$ cat config.mk
export PLATFORM = sky130hd
export DESIGN_NAME = priority_counter_task_scheduler_core
export DESIGN_NICKNAME = d
export VERILOG_FILES = /design/src/design/pcts_pkg.sv /design/src/design/pcts_cell.sv /design/src/design/priority_counter_task_scheduler_core.sv
export SDC_FILE = /design/constraint.sdc
export NUM_CORES = 2
export LEC_CHECK = 0
export BUFFER_PORTS_ARGS = -buffer_cell sky130_fd_sc_hd__buf_2
export CORE_MARGIN = 10
export CORE_UTILIZATION = 40
export CTS_BUF_LIST = sky130_fd_sc_hd__clkbuf_8
export DETAILED_ROUTE_END_ITERATION = 8
export PLACE_DENSITY = 0.61
export REMOVE_ABC_BUFFERS = 1
export SLEW_MARGIN = 40
export SYNTH_ARGS = -nofsm -noshare
export SYNTH_HDL_FRONTEND = slang
export SYNTH_SLANG_ARGS = --single-unit
$ cat constraint.sdc
create_clock -name clk -period 4.9 [get_ports clk]
set_input_delay 0.245 -clock clk [delete_from_list [all_inputs] [get_ports clk]]
set_output_delay 0.245 -clock clk [all_outputs]
set_load 0.02 [all_outputs]
$ cat src/design/pcts_pkg.sv
// ----------------------------------------------------------------------------
// pcts_pkg
// Shared types, constants and helper functions for the priority counter
// task scheduler: cell command, scan token and the counter refill formula.
// ----------------------------------------------------------------------------
package pcts_pkg;

  localparam int unsigned CNT_W       = 8;
  localparam int unsigned PRIO_W      = 10;
  localparam int unsigned QUOT_W      = 7;
  localparam int unsigned PROD_W      = 18;
  localparam int unsigned DIV10_MUL   = 205;
  localparam int unsigned DIV10_SHIFT = 11;

  localparam logic [CNT_W-1:0] CNT_MAX = '1;

  // per-cycle command broadcast to every cell
  typedef struct packed {
    logic              set_en;
    logic              dec_en;
    logic              refill_en;
    logic [PRIO_W-1:0] prio;
    logic              runnable;
  } cell_cmd_t;

  // best candidate handed from cell to cell
  typedef struct packed {
    logic             found;
    logic [CNT_W-1:0] counter;
  } token_t;

  // exact floor(p / 10) for any 10-bit p
  function automatic logic [QUOT_W-1:0] div10(input logic [PRIO_W-1:0] p);
    logic [PROD_W-1:0] prod;
    prod = PROD_W'(p) * PROD_W'(DIV10_MUL);
    return prod[DIV10_SHIFT +: QUOT_W];
  endfunction

  // counter / 2 + priority / 10, saturating
  function automatic logic [CNT_W-1:0] refill_value(input logic [CNT_W-1:0]  cnt,
                                                    input logic [PRIO_W-1:0] prio);
    logic [CNT_W:0] sum;
    sum = (CNT_W+1)'(cnt >> 1) + (CNT_W+1)'(div10(prio));
    return (sum > (CNT_W+1)'(CNT_MAX)) ? CNT_MAX : sum[CNT_W-1:0];
  endfunction

endpackage

$ cat src/design/pcts_cell.sv
// ----------------------------------------------------------------------------
// pcts_cell
// One task slot: holds counter, priority and runnable flag, applies set,
// decrement and refill commands, and passes the scan token to its neighbor.
// ----------------------------------------------------------------------------
module pcts_cell #(
  parameter int unsigned IDX_W = 4
) (
  input  logic                    clk,
  input  logic                    rst,
  input  logic [IDX_W-1:0]        slot,
  input  pcts_pkg::cell_cmd_t     cmd,
  input  logic [IDX_W-1:0]        cmd_index,
  input  pcts_pkg::token_t        tok_in,
  input  logic [IDX_W-1:0]        tok_in_index,
  output pcts_pkg::token_t        tok_out,
  output logic [IDX_W-1:0]        tok_out_index,
  output logic [pcts_pkg::CNT_W-1:0] counter
);
  import pcts_pkg::*;

  logic [CNT_W-1:0]  cnt;
  logic [PRIO_W-1:0] prio;
  logic              runnable;
  logic              hit;
  logic              take;

  assign hit     = (cmd_index == slot);
  assign take    = runnable && (!tok_in.found || (cnt > tok_in.counter));
  assign counter = cnt;

  always_ff @(posedge clk) begin
    if (rst) begin
      cnt      <= '0;
      prio     <= '0;
      runnable <= 1'b1;
      tok_out  <= '0;
    end else begin
      if (cmd.set_en && hit) begin
        prio     <= cmd.prio;
        runnable <= cmd.runnable;
      end
      if (cmd.dec_en && hit && (cnt != '0)) begin
        cnt <= cnt - CNT_W'(1);
      end else if (cmd.refill_en) begin
        cnt <= refill_value(cnt, prio);
      end
      tok_out.found   <= tok_in.found | take;
      tok_out.counter <= take ? cnt : tok_in.counter;
    end
  end

  always_ff @(posedge clk) begin
    tok_out_index <= take ? slot : tok_in_index;
  end

endmodule

$ cat src/design/priority_counter_task_scheduler_core.sv
// ----------------------------------------------------------------------------
// priority_counter_task_scheduler_core
// Time-slice scheduler over a chain of task cells: tick decrements the
// current task and reschedules by a systolic max scan, with counter refill.
//
//   channel  handshake              payload
//   input    in_valid / in_ready    req_type, task_index, new_priority,
//                                   new_runnable
//   output   out_valid / out_ready  selected_task, switched, recomputed,
//                                   stuck, selected_counter
//
// set transaction or tick without reschedule: IDLE, then DONE
// tick with scan: IDLE, SCAN1, DONE; with refill also REFILL and SCAN2
// the scan token walks one cell per cycle, which sets the scan length
// reset: synchronous, all slots runnable, counters zero
// in_ready is high whenever the sequencer is idle, even with a result pending
// ----------------------------------------------------------------------------
module priority_counter_task_scheduler_core #(
  parameter int unsigned TASK_COUNT = 16
) (
  input  logic       clk,
  input  logic       rst,
  input  logic       in_valid,
  output logic       in_ready,
  input  logic       req_type,
  input  logic [3:0] task_index,
  input  logic [9:0] new_priority,
  input  logic       new_runnable,
  output logic       out_valid,
  input  logic       out_ready,
  output logic [3:0] selected_task,
  output logic       switched,
  output logic       recomputed,
  output logic       stuck,
  output logic [7:0] selected_counter
);
  import pcts_pkg::*;

  localparam int unsigned IDX_W = $clog2(TASK_COUNT);
  localparam logic [IDX_W-1:0] SCAN_LAST = IDX_W'(TASK_COUNT - 1);

  typedef enum logic [4:0] {
    ST_IDLE   = 5'b00001,
    ST_SCAN1  = 5'b00010,
    ST_REFILL = 5'b00100,
    ST_SCAN2  = 5'b01000,
    ST_DONE   = 5'b10000
  } state_t;

  state_t            state;
  state_t            state_next;
  logic [IDX_W-1:0]  cur;
  logic [IDX_W-1:0]  prev;
  logic [IDX_W-1:0]  scan_cnt;
  logic              rflag;
  logic              sflag;

  logic              in_accept;
  logic              out_free;
  logic              scan_done;
  logic              do_sched;
  logic              in_range;
  logic [IDX_W+3:0]  ext_index;
  logic [IDX_W+3:0]  ext_cur;
  logic [IDX_W-1:0]  set_index;
  logic [CNT_W-1:0]  cur_cnt;

  cell_cmd_t         cmd;
  logic [IDX_W-1:0]  cmd_index;

  token_t            tok       [1:TASK_COUNT];
  logic [IDX_W-1:0]  tok_index [1:TASK_COUNT];
  logic [CNT_W-1:0]  cnt_arr   [TASK_COUNT];

  assign in_ready  = (state == ST_IDLE);
  assign in_accept = in_valid && in_ready;
  assign out_free  = !out_valid || out_ready;
  assign scan_done = (scan_cnt == SCAN_LAST);

  assign ext_index = {IDX_W'(0), task_index};
  assign in_range  = (ext_index < (IDX_W+4)'(TASK_COUNT));
  assign set_index = ext_index[IDX_W-1:0];
  assign ext_cur   = {4'b0000, cur};

  assign cur_cnt  = cnt_arr[cur];
  assign do_sched = (cur == '0) || (cur_cnt <= CNT_W'(1));

  // command broadcast to the cell row
  always_comb begin
    cmd.set_en    = in_accept && req_type && in_range;
    cmd.dec_en    = in_accept && !req_type && (cur != '0);
    cmd.refill_en = (state == ST_REFILL);
    cmd.prio      = new_priority;
    cmd.runnable  = new_runnable;
    cmd_index     = req_type ? set_index : cur;
  end

  // idle slot holds no cell, its counter reads zero
  assign cnt_arr[0]             = '0;
  assign tok[TASK_COUNT]        = '0;
  assign tok_index[TASK_COUNT]  = '0;

  for (genvar i = 1; i < TASK_COUNT; i++) begin : g_cell
    pcts_cell #(
      .IDX_W(IDX_W)
    ) u_cell (
      .clk          (clk),
      .rst          (rst),
      .slot         (IDX_W'(i)),
      .cmd          (cmd),
      .cmd_index    (cmd_index),
      .tok_in       (tok[i+1]),
      .tok_in_index (tok_index[i+1]),
      .tok_out      (tok[i]),
      .tok_out_index(tok_index[i]),
      .counter      (cnt_arr[i])
    );
  end

  always_comb begin
    state_next = state;
    unique case (state)
      ST_IDLE: begin
        if (in_accept) begin
          state_next = (!req_type && do_sched) ? ST_SCAN1 : ST_DONE;
        end
      end
      ST_SCAN1: begin
        if (scan_done) begin
          state_next = (tok[1].found && (tok[1].counter == '0)) ? ST_REFILL : ST_DONE;
        end
      end
      ST_REFILL: state_next = ST_SCAN2;
      ST_SCAN2: begin
        if (scan_done) begin
          state_next = ST_DONE;
        end
      end
      ST_DONE: begin
        if (out_free) begin
          state_next = ST_IDLE;
        end
      end
      default: state_next = ST_IDLE;
    endcase
  end

  always_ff @(posedge clk) begin
    if (rst) begin
      state     <= ST_IDLE;
      cur       <= '0;
      prev      <= '0;
      scan_cnt  <= '0;
      rflag     <= 1'b0;
      sflag     <= 1'b0;
      out_valid <= 1'b0;
    end else begin
      state <= state_next;
      if (state == ST_SCAN1 || state == ST_SCAN2) begin
        scan_cnt <= scan_cnt + IDX_W'(1);
      end else begin
        scan_cnt <= '0;
      end
      if (in_accept) begin
        prev  <= cur;
        rflag <= 1'b0;
        sflag <= 1'b0;
      end
      if (state == ST_SCAN1 && scan_done) begin
        if (!tok[1].found) begin
          cur <= '0;
        end else if (tok[1].counter != '0) begin
          cur <= tok_index[1];
        end
      end
      if (state == ST_REFILL) begin
        rflag <= 1'b1;
      end
      if (state == ST_SCAN2 && scan_done) begin
        if (tok[1].found && (tok[1].counter != '0)) begin
          cur <= tok_index[1];
        end else begin
          sflag <= 1'b1;
        end
      end
      if (state == ST_DONE && out_free) begin
        out_valid <= 1'b1;
      end else if (out_ready) begin
        out_valid <= 1'b0;
      end
    end
  end

  always_ff @(posedge clk) begin
    if (state == ST_DONE && out_free) begin
      selected_task    <= ext_cur[3:0];
      switched         <= (cur != prev);
      recomputed       <= rflag;
      stuck            <= sflag;
      selected_counter <= cur_cnt;
    end
  end

`ifndef ASSERT_OFF
  a_stuck_after_refill: assert property (@(posedge clk) disable iff (rst)
    out_valid && stuck |-> recomputed)
    else $error("stuck reported without a refill");

  a_stuck_keeps_task: assert property (@(posedge clk) disable iff (rst)
    out_valid && stuck |-> !switched)
    else $error("task changed on a stuck schedule");

  a_switch_has_slice: assert property (@(posedge clk) disable iff (rst)
    out_valid && switched && (selected_task != 4'd0) |-> (selected_counter != 8'd0))
    else $error("switched to a task with an empty slice");

  a_cells_quiet_in_scan: assert property (@(posedge clk) disable iff (rst)
    (state == ST_SCAN1 || state == ST_SCAN2) |-> !in_ready && !cmd.refill_en)
    else $error("cell state may change during a scan");
`endif

endmodule

# == Yosys cells after proc, flatten, opt, wreduce, memory -nomap -nowiden ==
# Cells that the tools add are included.
# totals
wordCells,448
in_bits,20
register_bits,515
output_inout_bits,17
# op_classes
add_sub_neg,31
mux,83
bitwise,17
eq_ne,26
n_reduce_logical,142
mul,15
n_lt_le_gt_ge,32
# op_table
cell,count
$mux 8,61
$mul 10x8->18 const B,15
$gt 9x8->1 const B,15
$reduce_bool 8->1,16
$add 7x7->8,15
$sub 8x1->8 const B,15
$gt 8x8->1,14
$logic_and 1x1->1,70
$eq 4x4->1 const B,9
$reduce_bool 2->1,17
$bmux 8 s4,1
$mux 5,6
$mux 4,7
$pmux 5 s5,1
$logic_or 1x1->1,17
$eq 4x3->1 const B,4
$logic_not 1->1,16
$or 1x1->1,14
$eq 4x2->1 const B,2
$le 8x1->1 const B,1
$logic_not 8->1,1
$mux 1,7
$ne 2x2->1 const B,3
$eq 5x1->1 const B,1
16 further kinds,18

# == Logic depth before layout (Yosys ltp) ==
# logic_depth
depth_word,10
ltp_mapped,25
mapped_depth_nobuf,25

# == By module ==
# From an unflattened synthesis, not the netlist that was laid out.
# hier_totals
cells_unflattened,5668
hier_area_um2,51655.8
# by_module_without_submodules
module,instances,cells_per_inst,area_per_inst_um2,seq_area_each_um2
pcts_cell (g_cell[10].u_cell ...),8,350,3220.6,640.6
pcts_cell (g_cell[5].u_cell ...),3,387,3433.3,640.6
pcts_cell (g_cell[8].u_cell),1,381,3306.9,640.6
pcts_cell (g_cell[3].u_cell),1,364,3258.1,640.6
pcts_cell (g_cell[4].u_cell),1,353,3226.8,640.6
pcts_cell (g_cell[9].u_cell),1,350,3158.0,640.6
priority_counter_task_scheduler_core,1,259,2641.3,850.8

# == Worst setup path before layout ==
# No wires, ideal clock.
# synth_timing
path_kind,register -> register
from,reg g_cell[9].u_cell.prio[6]
to,reg g_cell[9].u_cell.cnt[7]
setup_slack_ns,-0.114
required_ns,4.772
stages_incl_launch_ff,24
path_buffers,0
setup_ns,0.128
arrival_ns,4.887
period_less_slack_ns,5.014
cell_sequence,dfxtp_1 -> ha_1 -> inv_1 -> fa_1 -> inv_1 -> fa_1 -> inv_1 -> fa_1 -> inv_1 -> ha_1 -> o21a_1 -> o21ai_0 -> a21oi_1 -> and3_1 -> a311oi_1 -> o21bai_1 -> xor2_1 -> ha_1 -> o21ai_0 -> nand2b_1 -> a311oi_1 -> o21ai_0 -> a21oi_1 -> nor2_1
# synth_between
elab_chain_len,6
# synth_rtl
item,line_no,source
"start, declared",pcts_cell.sv:23,logic [PRIO_W-1:0] prio;
"start signal, assigned",pcts_cell.sv:40,prio <= cmd.prio;
$mul 10x8->18 *,pcts_pkg.sv:35,prod = PROD_W'(p) * PROD_W'(DIV10_MUL);
$add 7x7->8 *,pcts_pkg.sv:43,sum = (CNT_W+1)'(cnt >> 1) + (CNT_W+1)'(div10(prio));
$gt 9x8->1,pcts_pkg.sv:44,return (sum > (CNT_W+1)'(CNT_MAX)) ? CNT_MAX : sum[CNT_W-1:0];
$mux 8 *,pcts_pkg.sv:44,
$mux 8 *,pcts_cell.sv:45,end else if (cmd.refill_en) begin
$mux 8 *,pcts_cell.sv:43,if (cmd.dec_en && hit && (cnt != '0)) begin
"end signal, assigned",pcts_cell.sv:44,cnt <= cnt - CNT_W'(1);
"end signal, assigned",pcts_cell.sv:46,"cnt <= refill_value(cnt, prio);"
"end, declared",pcts_cell.sv:22,logic [CNT_W-1:0] cnt;
# Mark *: on every way between the ends. The rest lies on a longest branch, timed or not. The select of a mux whose other input is x is not followed.
# A chain may end at the register's enable or synchronous reset.

# == Worst setup path after layout ==
# layout_timing
from,reg g_cell[2].u_cell.prio[2]
to,reg g_cell[2].u_cell.cnt[5]
# layout_between
elab_chain_len,6
# layout_rtl
item,line_no
"start, declared",pcts_cell.sv:23
"start signal, assigned",pcts_cell.sv:40
$mul 10x8->18 *,pcts_pkg.sv:35
$add 7x7->8 *,pcts_pkg.sv:43
$gt 9x8->1,pcts_pkg.sv:44
$mux 8 *,pcts_pkg.sv:44
$mux 8 *,pcts_cell.sv:45
$mux 8 *,pcts_cell.sv:43
"end signal, assigned",pcts_cell.sv:44
"end signal, assigned",pcts_cell.sv:46
"end, declared",pcts_cell.sv:22
# Marked as above.

==> impl_metrics.csv <==
group,metric,value,unit
clocking,clkTransAtPathRegs,0.06,ns
power_and_ir_drop,p_per_area,158.2,nW/um^2
floorplanning,ios,37,
route,routed_wl,131000,um
min_path,hold_start,"new_runnable",
timing,fin_setup_tns,-0.2058,ns
layout,fin_nets,7159,
global_routing,grt_pass1_vias,39096,
floorplanning,die_w,365.1,um
setup_path,path_common_cell,"fa_1",
route,final_antenna_net_count,0,
route,drt-initial-drc-count,2292,
clocking,clock-root-buffer,"clkbuf_8",
timing,drv_slew,0,
timing,fin_crit_sh,101.5,%
timing,hold_violations,0,
synthesis,ys_async_sr_fraction,0,%
floorplanning,rows,126,
setup_path,criticalPathCategory,"reg2reg",
global_routing,antenna_found_initial,3,
power_and_ir_drop,vdd_drop_max,0.2009,mV
synthesis,yosysUniqueCellTypes,82,
min_path,hold_class,"in2reg",
clocking,cts_buffer_depth,3,
layout,layout.cells.non_filler,7524,
setup_path,rr_startpoint,"g_cell[2].u_cell.prio[2]",
setup_path,start_kind,"register",
timing,slew_headroom,40.93,%
layout,final_area,59090,sq um
clocking,cts_sinks,508,
setup_path,cp.required,5.52,ns
synthesis,ys_seq_area_share,21.67,%
global_routing,grt_max_degree,188,
placed_design,portBuffers,36,
layout,area_growth,24.06,%
timing,setup-violations-final,6,
power_and_ir_drop,p_leak,0.02919,uW
status,outcome,"finished with violations",
synthesis,synthFlopType,"dfxtp_1",
setup_path,cp-end-kind,"register",
timing,worst_slack,-0.07523,ns
synthesis,synthTopCellsByArea,"ha_1, dfxtp_1, fa_1",
timing,min_period,4.975,ns
synthesis,synth_compound_area_share,11.04,%
synthesis,ys_warn_count,0,
route,firstDrtPassIters,5,
synthesis,yosysTopAreaCellShare,25.27,%
timing,skew,0.04387,ns
clocking,clk_latency,0.76,ns
synthesis,synth_edf_count,15,
layout,drive_gt1_share,22.76,%
route,drc,0,
route,post_drt_wl_per_cell,17.41,um
synthesis,syn_inst,5365,
placed_design,dp.cells,7206,
global_routing,grt_use_total,19.12,%
synthesis,synth-xor-area-share,3.972,%
setup_path,arrival,5.59,ns
placed_design,dpl-instance-area,52390,sq um
clocking,h-tree-depth,3,
clocking,cts_tree,"built",
synthesis,yosys.area_share.simple,12.29,%
global_routing,grt_pass1_wl,206600,um
synthesis,synth_seq_cells,508,
min_path,hold_end,"g_cell[9].u_cell.runnable",
route,via_count,38907,
status,failed_checks,"negative setup slack",
setup_path,crit_slowest_cell,"fa_1",
floorplanning,start_util,40.34,%
setup_path,reg2reg_depth,21,
placed_design,gp_congestion,0.8808,
synthesis,synthAdderAreaFrac,36.62,%
setup_path,path_cells,"ha_4 > inv_2 > fa_1 > inv_1 > fa_1 > inv_1 > fa_1 > inv_2 > ha_4 > a2111oi_4 > o211ai_1 > a31o_2 > a211o_1 > xor2_1 > ha_1 > a21oi_2 > o21ai_2 > buf_4 > xor2_2 > a21oi_1 > a21oi_1",
min_path,min_path_cells,3,
timing,worstMarginPinSlew,0.8827,ns
synthesis,yosysTopAreaCell,"ha_1",
synthesis,syn_area,47630,sq um
placed_design,place_ws,-0.5687,ns
floorplanning,die_h,365.1,um
timing,rsz0062_at_grt,"true",
setup_path,r2r_slack,-0.08,ns
route,post_drt_via_cell_ratio,5.171,
clocking,cts_made_buffers,96,
synthesis,synth_top_family_by_area,"adder cells",
global_routing,overflow,0,
floorplanning,core_area,118100,sq um
synthesis,muxShareOfSynthArea,5.438,%
timing,fmax,201.0,MHz
synthesis,syn_avg_cell_area,8.878,sq um
setup_path,worstReg2RegEnd,"g_cell[2].u_cell.counter[5]",
run,max_cap_violations,0,
placed_design,post-dp-hpwl,96460,um
setup_path,slowest_delay,0.50,ns
setup_path,critPathMaxFanout,4,
floorplanning,die-area,133300,sq um
## power by group
group	leakage [uW]	switching, uW	total, uW	internal (uW)
Combinational	0.0238	388	604	215
Clock	0.00119	2060	4550	2490
Sequential	0.00419	26.8	4200	4170
## through the flow
stage | power, uW | utilization (%) | hold slack [ns]
6_report | 9349 | 50.04 | 0.1040
5_1_grt | 9688 | 50.03 | 0.08774
4_1_cts | 9432 | 48.13 | -0.1011
3_5_place_dp | 4858 | 44.37 | 0.3898
3_3_place_gp | 4847 | 44.34 | 0.3846
2_1_floorplan | 4569 | - | 0.3141
## worst max path at each step
stage,depth (start not counted),start,slack (ns),end
after floorplan,22,g_cell[2].u_cell.prio[6],-0.16,g_cell[2].u_cell.counter[7]
after global placement,22,g_cell[2].u_cell.prio[6],-0.37,g_cell[2].u_cell.counter[5]
after detailed placement,22,g_cell[3].u_cell.prio[7],-0.57,g_cell[3].u_cell.counter[5]
after CTS,21,g_cell[2].u_cell.prio[2],-0.03,g_cell[2].u_cell.counter[5]
after global routing,24,g_cell[2].u_cell.prio[7],-0.31,g_cell[2].u_cell.counter[6]
final,21,g_cell[2].u_cell.prio[2],-0.08,g_cell[2].u_cell.counter[5]
## what timing repair did
item / in CTS / in global routing
hold endpoints to repair: 104 / 8
cloned: 0 / 0
pin swaps: 203 / 413
setup buffers: 36 / 47
resized for setup: 335 / 428
endpoints found under the setup margin: 65 / 79
hold buffers: 61 / 1
## layout by cell type (no fill, tap or decap), types with 28 or more instances in the layout
master         Yosys  final
nand2_1          322    318
fa_1             270    255
dlygate4sd3_1      0     62
o21a_1            49     49
dfxtp_4            0     41
xor2_1            79     62
o211ai_1          30     30
clkbuf_8           0    113
nand3_1          118    114
inv_2              0     83
buf_4              1    487
dfxtp_2            0     48
nand4_1           39     39
ha_1             962    807
a21oi_2            0     74
xnor2_1          137    123
nor2_1           396    378
nor3_1            67     56
ha_4               0    126
a21o_1            63     63
o21ai_0          113     63
ha_2               0     29
nor2b_1           80     72
inv_1            969    923
or3_1             28     28
mux2i_1          180    180
a31oi_1           52     51
a21oi_1          288    208
dfxtp_1          493    404
nand2b_1          34     33
or2_2             29     29
## layer usage
metal  share of wire [%]  GRT usage [%]  vias up
met5                   0              0        -
met4                 2.2          4.596        0
met3                 5.1          2.488      182
met2                  46          31.65      815
met1                  47          26.25    18780
li1                    -              -    19130
## logic make-up after synthesis
group,after synthesis
multiplexers,225
AO/OA/AOI/OAI,823
AND/OR/NAND/NOR,1233
flip-flops,508
buffers and inverters,1128
adder cells (fa/ha/maj),1232
XOR/XNOR,216
## sequential cells by signal, indices dropped and copies added, names as in the netlist
signal,count
switched,1
out_valid,1
scan_cnt,4
selected_counter,8
g_cell.u_cell.prio,150
sflag,1
state,5
cur,4
g_cell.u_cell.counter,120
recomputed,1
g_cell.u_cell.tok_out_index,53
stuck,1
g_cell.u_cell.tok_out,135
g_cell.u_cell.runnable,15
rflag,1
prev,4
selected_task,4
## layout make-up
| class | count | area (sq um) |
|---|---|---|
| well taps | 1536 | 1922 |
| diodes | 3 | 7.507 |
| clock buffers | 113 | 1555 |
| repair buffers | 602 | 4740 |
| fillers | 10805 | 59000 |
| flip-flops and latches | 508 | 10530 |
| clock inverters | 63 | 508.0 |
| multi-input cells | 3729 | 36180 |
| inverters | 970 | 3641 |
## critical path, delay by kind of cell (launching register included)
family / cells / cell delay [ns]
AOI/OAI and AO/OA: 8 / 1.59
xor gates and xnor gates: 2 / 0.28
adders and majority gates: 6 / 2.29
buffers and inverters: 5 / 0.33
DFF: 1 / 0.36
## synthesized netlist by cell type, drive strengths merged (20+ instances only)
library cell  number
a211oi            28
a21o              63
a21oi            288
a31oi             52
and2              24
buf               23
clkbuf           135
dfxtp            493
fa               270
ha               962
inv              969
mux2              20
mux2i            180
mux4              25
nand2            323
nand2b            34
nand3            118
nand4             39
nor2             396
nor2b             80
nor3              67
nor4              27
o211ai            30
o21a              49
o21ai            113
o21bai            32
o22ai             27
o311ai            21
or2               29
or3               28
xnor2            137
xor2              79
(Power assumes the default switching activity.)
